## src/hdl/sog_pkg.sv

```systemverilog
// Shared types and constants of the sine overlay generator.
// Used by sog_ctrl, sog_dpath and the top level; depends on nothing.
`timescale 1ns / 1ps

package sog_pkg;

   // Input command codes.
   localparam logic [1:0] CMD_START   = 2'd0;
   localparam logic [1:0] CMD_MONITOR = 2'd1;
   localparam logic [1:0] CMD_TICK    = 2'd2;

   // Configuration register indexes.
   localparam int CSR_INDEX_W = 2;
   localparam logic [CSR_INDEX_W-1:0] CSR_AMPLITUDE     = 2'd0;
   localparam logic [CSR_INDEX_W-1:0] CSR_FILTER_WEIGHT = 2'd1;
   localparam logic [CSR_INDEX_W-1:0] CSR_PHASE_STEP    = 2'd2;

   // Field and register widths.
   localparam int CSR_W    = 32;
   localparam int AMP_W    = 31;
   localparam int WEIGHT_W = 16;
   localparam int STEP_W   = 32;
   localparam int POS_W    = 32;
   localparam int ANGLE_W  = 19;

   // Datapath widths.
   localparam int MUL_W  = 33;          // signed operand width of the shared multiplier
   localparam int PROD_W = 2 * MUL_W;   // full product
   localparam int ACC_W  = 50;          // smoothing sums stay below 2^48 in magnitude
   localparam int POLY_W = 31;          // Q2.30 polynomial values, never above 2^31
   localparam int TRIG_W = 18;          // signed Q1.16 sine, within +-65536
   localparam int FRAC_W = 16;
   localparam int Q30    = 30;

   localparam logic [POLY_W-1:0] ONE_Q30   = POLY_W'(1) << Q30;
   localparam logic [16:0]       TRIG_MAX  = 17'd65536;
   localparam logic [17:0]       WEIGHT_ONE = 18'd65536;
   localparam logic [ACC_W-1:0]  ROUND_HALF = ACC_W'(32768);
   localparam logic [32:0]       TRIG_ROUND = 33'd8192;

   // Quarter-wave sine polynomial, highest-order coefficient first.
   localparam logic [POLY_W-1:0] POLY_E = 31'd172272;
   localparam logic [1:0]        HORNER_LAST = 2'd3;

   function automatic logic [POLY_W-1:0] poly_coef(input logic [1:0] idx);
      logic [POLY_W-1:0] c;
      unique case (idx)
         2'd0: c = 31'd5026997;
         2'd1: c = 31'd85569306;
         2'd2: c = 31'd693598667;
         2'd3: c = 31'd1686629713;
      endcase
      return c;
   endfunction

   // Redundancy angle sweep in millidegrees.
   localparam logic signed [ANGLE_W-1:0] SWEEP_LIMIT     = 19'sd45000;
   localparam logic signed [ANGLE_W-1:0] SWEEP_LIMIT_NEG = -19'sd45000;
   localparam logic signed [ANGLE_W-1:0] SWEEP_STEP      = 19'sd100;

   // Datapath operation codes, one issued per cycle by the controller.
   localparam int OP_W = 4;
   localparam logic [OP_W-1:0] OP_NONE    = 4'd0;
   localparam logic [OP_W-1:0] OP_SETUP   = 4'd1;
   localparam logic [OP_W-1:0] OP_MUL_TT  = 4'd2;
   localparam logic [OP_W-1:0] OP_T2      = 4'd3;
   localparam logic [OP_W-1:0] OP_MUL_PT2 = 4'd4;
   localparam logic [OP_W-1:0] OP_HORNER  = 4'd5;
   localparam logic [OP_W-1:0] OP_MUL_PT  = 4'd6;
   localparam logic [OP_W-1:0] OP_TRIG    = 4'd7;
   localparam logic [OP_W-1:0] OP_MUL_AMP = 4'd8;
   localparam logic [OP_W-1:0] OP_FRESH   = 4'd9;
   localparam logic [OP_W-1:0] OP_MUL_OLD = 4'd10;
   localparam logic [OP_W-1:0] OP_KEEP    = 4'd11;
   localparam logic [OP_W-1:0] OP_MUL_NEW = 4'd12;
   localparam logic [OP_W-1:0] OP_SUM     = 4'd13;
   localparam logic [OP_W-1:0] OP_OFFSET  = 4'd14;

   typedef struct packed {
      logic [OP_W-1:0] op;
      logic            sel;       // 0 works on the sine channel, 1 on the cosine channel
      logic [1:0]      coef;      // Horner coefficient index
      logic            start;     // start item accepted
      logic            monitor;   // monitor item accepted
      logic            tick;      // tick item accepted
      logic            load_out;  // result register takes the finished tick
   } sog_cmd_type;

endpackage

```

## src/hdl/sog_ctrl.sv

```systemverilog
// Controller of the sine overlay generator: handshakes and operation sequencing.
// Depends on sog_pkg.
`timescale 1ns / 1ps

module sog_ctrl (
   input  logic                   clock,
   input  logic                   reset,
   input  logic                   req_valid,
   input  logic [1:0]             req_cmd,
   output logic                   req_stall,
   output logic                   rsp_valid,
   input  logic                   rsp_stall,
   output sog_pkg::sog_cmd_type   cmd
);

   localparam logic [3:0] ST_IDLE    = 4'd0;
   localparam logic [3:0] ST_SETUP   = 4'd1;
   localparam logic [3:0] ST_MUL_TT  = 4'd2;
   localparam logic [3:0] ST_T2      = 4'd3;
   localparam logic [3:0] ST_MUL_PT2 = 4'd4;
   localparam logic [3:0] ST_HORNER  = 4'd5;
   localparam logic [3:0] ST_MUL_PT  = 4'd6;
   localparam logic [3:0] ST_TRIG    = 4'd7;
   localparam logic [3:0] ST_MUL_AMP = 4'd8;
   localparam logic [3:0] ST_FRESH   = 4'd9;
   localparam logic [3:0] ST_MUL_OLD = 4'd10;
   localparam logic [3:0] ST_KEEP    = 4'd11;
   localparam logic [3:0] ST_MUL_NEW = 4'd12;
   localparam logic [3:0] ST_SUM     = 4'd13;
   localparam logic [3:0] ST_OFFSET  = 4'd14;
   localparam logic [3:0] ST_DONE    = 4'd15;

   logic [3:0] state_ff, state_in;
   logic       sel_ff, sel_in;
   logic [1:0] coef_ff, coef_in;
   logic       rsp_valid_ff, rsp_valid_in;
   logic       accept;
   logic       load;

   assign accept = req_valid && (state_ff == ST_IDLE);
   assign load   = (state_ff == ST_DONE) && (!rsp_valid_ff || !rsp_stall);

   always_comb begin
      state_in = state_ff;
      sel_in   = sel_ff;
      coef_in  = coef_ff;
      unique case (state_ff)
         ST_IDLE: begin
            if (accept && (req_cmd == sog_pkg::CMD_TICK)) begin
               state_in = ST_SETUP;
               sel_in   = 1'b0;
            end
         end
         ST_SETUP:   state_in = ST_MUL_TT;
         ST_MUL_TT:  state_in = ST_T2;
         ST_T2: begin
            coef_in  = 2'd0;
            state_in = ST_MUL_PT2;
         end
         ST_MUL_PT2: state_in = ST_HORNER;
         ST_HORNER: begin
            if (coef_ff == sog_pkg::HORNER_LAST) begin
               state_in = ST_MUL_PT;
            end else begin
               coef_in  = coef_ff + 2'd1;
               state_in = ST_MUL_PT2;
            end
         end
         ST_MUL_PT:  state_in = ST_TRIG;
         ST_TRIG:    state_in = ST_MUL_AMP;
         ST_MUL_AMP: state_in = ST_FRESH;
         ST_FRESH:   state_in = ST_MUL_OLD;
         ST_MUL_OLD: state_in = ST_KEEP;
         ST_KEEP:    state_in = ST_MUL_NEW;
         ST_MUL_NEW: state_in = ST_SUM;
         ST_SUM:     state_in = ST_OFFSET;
         ST_OFFSET: begin
            if (!sel_ff) begin
               sel_in   = 1'b1;
               state_in = ST_SETUP;
            end else begin
               state_in = ST_DONE;
            end
         end
         ST_DONE: begin
            if (load) begin
               state_in = ST_IDLE;
            end
         end
      endcase
   end

   always_comb begin
      if (load) begin
         rsp_valid_in = 1'b1;
      end else begin
         rsp_valid_in = rsp_valid_ff && rsp_stall;
      end
   end

   always_comb begin
      cmd.sel      = sel_ff;
      cmd.coef     = coef_ff;
      cmd.start    = accept && (req_cmd == sog_pkg::CMD_START);
      cmd.monitor  = accept && (req_cmd == sog_pkg::CMD_MONITOR);
      cmd.tick     = accept && (req_cmd == sog_pkg::CMD_TICK);
      cmd.load_out = load;
      unique case (state_ff)
         ST_SETUP:   cmd.op = sog_pkg::OP_SETUP;
         ST_MUL_TT:  cmd.op = sog_pkg::OP_MUL_TT;
         ST_T2:      cmd.op = sog_pkg::OP_T2;
         ST_MUL_PT2: cmd.op = sog_pkg::OP_MUL_PT2;
         ST_HORNER:  cmd.op = sog_pkg::OP_HORNER;
         ST_MUL_PT:  cmd.op = sog_pkg::OP_MUL_PT;
         ST_TRIG:    cmd.op = sog_pkg::OP_TRIG;
         ST_MUL_AMP: cmd.op = sog_pkg::OP_MUL_AMP;
         ST_FRESH:   cmd.op = sog_pkg::OP_FRESH;
         ST_MUL_OLD: cmd.op = sog_pkg::OP_MUL_OLD;
         ST_KEEP:    cmd.op = sog_pkg::OP_KEEP;
         ST_MUL_NEW: cmd.op = sog_pkg::OP_MUL_NEW;
         ST_SUM:     cmd.op = sog_pkg::OP_SUM;
         ST_OFFSET:  cmd.op = sog_pkg::OP_OFFSET;
         default:    cmd.op = sog_pkg::OP_NONE;
      endcase
   end

   always_ff @(posedge clock) begin
      if (reset) begin
         state_ff     <= ST_IDLE;
         sel_ff       <= 1'b0;
         coef_ff      <= 2'd0;
         rsp_valid_ff <= 1'b0;
      end else begin
         state_ff     <= state_in;
         sel_ff       <= sel_in;
         coef_ff      <= coef_in;
         rsp_valid_ff <= rsp_valid_in;
      end
   end

   assign req_stall = (state_ff != ST_IDLE);
   assign rsp_valid = rsp_valid_ff;

endmodule

```

## config.mk

```make
export PLATFORM = sky130hd
export DESIGN_NAME = sog_ctrl
export DESIGN_NICKNAME = d
export VERILOG_FILES = /design/src/hdl/sog_pkg.sv /design/src/hdl/sog_ctrl.sv
export SDC_FILE = /design/constraint.sdc
export NUM_CORES = 1
export LEC_CHECK = 0
export BUFFER_PORTS_ARGS = -buffer_cell sky130_fd_sc_hd__buf_4
export CAP_MARGIN = 30
export CORE_UTILIZATION = 40
export CTS_BUF_LIST = sky130_fd_sc_hd__clkbuf_16
export DETAILED_ROUTE_END_ITERATION = 10
export PLACE_DENSITY = 0.66
export SLEW_MARGIN = 20
export SYNTH_ARGS = -nofsm -noshare
export SYNTH_HDL_FRONTEND = slang
export SYNTH_SLANG_ARGS = --single-unit
```

## constraint.sdc

```tcl
create_clock -name clock -period 1.4 [get_ports clock]
set_clock_uncertainty 0.15 [all_clocks]
set_input_delay 0.28 -clock clock [delete_from_list [all_inputs] [get_ports clock]]
set_output_delay 0.28 -clock clock [all_outputs]
set_load 0.1 [all_outputs]
```

==> reports/metrics.yaml <==
run_status:
  status: "finished, violations left"
  violations: "DRC, setup timing"
detailed_routing:
  first_pass_iters: 9
  drtIter0Drc: 24
  remaining_drc_errors: 2
  vias: 802
  wirelength_mm: 2.59
  routed_via_density: 5.77
  ant_nets: 0
  wl_per_cell_um: 18.6
cts:
  clk_pin_slew_ns: 0.04
  numCtsBuffers: 3
  h-tree-depth: 1
  postCtsHoldBufs: 0
  insertion_delay_ns: 0.24
  cts_tree: "yes"
  cts.sinks: 12
  clock_path_buffers: 2
  clockRootBuffer: "clkbuf_16"
timing:
  rsz0062_at_grt: "yes"
  drv_slew: 0
  hold_viol_final: 0
  fmax_mhz: 501
  setup-violations-final: 16
  setup_ws_ns: -0.598
  fin_crit_ns: 2.00
  max_slew_margin: 0.787
  tightestPinTransition_ns: 0.317
  post-route-period-util: 1.43
place:
  routabilityCongestion: 0.832
  io_buffer_count: 18
  dpl_cell_area_sq_um: 1060
  place_ws_ns: -0.408
  dpl.hpwl_mm: 1.48
  dp.cells: 126
run:
  drv_cap: 0
worst_setup_path:
  r2r_cells: 7
  critPathBufInv: 1
  start_kind: "flop"
  slowest_stage: "nor4_4"
  cp_slowest_stage_delay_ns: 0.37
  cp.depth: 4
  cp_max_fo: 3
  arrival_ns: 1.57
  endpoint_kind: "output pin"
  critPathKind: "reg2out"
  crit_required_ns: 0.97
  cp_top_family: "simple AND/OR/NAND/NOR gates"
  path_cells: "nor4_4 > nand2_2 > nor3b_4 > buf_12"
  regToRegSetupSlack_ns: -0.43
cells_and_area:
  stdcell_count: 139
  area_growth_pct: 98.2
  drive_above_1_share: 0.715
  fin_area_sq_um: 1400
  multiInputGateArea_sq_um: 520
  final_nets: 131
  nFillCells: 76
  diodes: 0
  seq_area_sq_um: 259
yosys:
  synth_top_cells_by_count: "12 x dfxtp_1, 5 x nor2_1, 4 x a21oi_1, 4 x nand2_1, 4 x o21a_1"
  ys_types: 38
  syn_nets: 82
  syn_area_sq_um: 707
  ys_seq_area_frac: 0.340
  yosys_most_used_dff: "dfxtp_1"
  syn_inst: 75
  synthArstFlopShare: 0
  synth_edf_count: 0
  avgSynthCellArea_sq_um: 9.43
  synth_top_cell_by_area: "dfxtp_1"
  yosysTopAreaCellShare: 0.340
  ys_ff_latch: 12
  yosysMostFrequentCell: "dfxtp_1"
  synth.area.top_cells: "dfxtp_1 34%, buf_6 4.8%, o21a_1 4.2%"
  yosysWarnings: 0
global_route:
  track_usage: 0.278
  grt-ovfl-total: 0
  grt_max_degree: 11
  antenna_found_initial: 0
  grt_pass1_wl_mm: 3.87
  grt_pass1_vias: 793
power:
  peakVddDrop_uv: 1570
  power.leakage_nw: 0.568
  power_density_nw_per_um2: 1560
die:
  dieArea_sq_um: 1940
  die_h_um: 44.0
  coreArea_sq_um: 1580
  start_util: 0.448
  num_io_pins: 19
  die_x_um: 44.0
  rows: 14
hold_path:
  hold_path_depth: 3
  hold_path.class: "in2reg"
==> metal layers <==
metal / vias to the layer above / global-route usage / share of wire / routed length (um)
met5: - / 0 / 0 / 0
met4: 0 / 0.0909 / 0.023 / 59
met3: 6 / 0.0286 / 0.045 / 116
met2: 38 / 0.541 / 0.56 / 1450
met1: 386 / 0.309 / 0.37 / 971
li1: 372 / - / - / -
==> placed cells by master, fill, tap and decap left out, types with 3 or more instances in the layout <==
master,netlist,layout
dfxtp_4,0,4
dfxtp_1,12,5
o21a_1,4,4
nor2_1,5,4
nand3b_1,3,3
buf_12,0,5
inv_1,2,3
nand3_2,1,3
buf_4,3,33
nand2_1,4,3
buf_6,3,12
clkbuf_16,0,3
dfxtp_2,0,3
==> cell families (layout without fill, tap and decap cells) <==
family / count (synthesis) / in the layout / share of synthesized area
buffers and inverters: 10 / 58 / 0.101
AOI/OAI and AO/OA: 21 / 21 / 0.232
and+or+nand+nor: 29 / 29 / 0.283
DFF: 12 / 12 / 0.340
adders and majority gates: 1 / 1 / 0.0177
xor gates and xnor gates: 1 / 1 / 0.0124
muxes: 1 / 1 / 0.0142
==> state kept, by name, summed over array words and instances (netlist names) <==
| signal | flops |
|---|---|
| cmd | 4 |
| sel_ff | 1 |
| coef_ff | 2 |
| state_ff | 4 |
| rsp_valid | 1 |
==> cell type report <==
class	instances	share of cell area
Inverter	3	0.0179
Sequential cell	12	0.185
Clock buffer	3	0.0536
Tap cell	16	0.0143
Clock inverter	1	0.00268
Multi-Input combinational cell	53	0.371
Timing Repair Buffer	51	0.355
==> timing repair <==
item                                    CTS  global route
buffers inserted                          6             3
endpoints found under the setup margin   16            17
endpoints found under the hold margin     0             0
resized for setup                        33            13
pin swaps                                13             5
==> where the power goes <==
group	leakage [nW]	switching [mW]	internal, mW
combinational	0.424	0.685	0.550
sequential	0.102	0.0517	0.390
clock	0.0423	0.134	0.374
==> tightest hold or removal path, delay by kind of cell <==
family / cells / cell delay, ns
buf+inv: 2 / 0.27
compound gates: 1 / 0.05
==> final timing paths <==
kind	start	end
min reg2reg	state_ff[2]	state_ff[3]
max	state_ff[3]	cmd[2]
max reg2reg	state_ff[0]	cmd[7]
min	reset	state_ff[3]
==> stage by stage <==
stage	total power [mW]	util	TNS (ns)	hold WS (ns)
floorplan	1.16	-	-3.91	0.295
global placement	1.36	0.671	-2.32	0.464
detailed placement	1.38	0.671	-3.08	0.478
CTS	2.10	0.834	-4.47	0.252
global route	2.25	0.889	-5.58	0.266
finish	2.18	0.889	-4.82	0.252
Power figures use the tool's default switching activity.
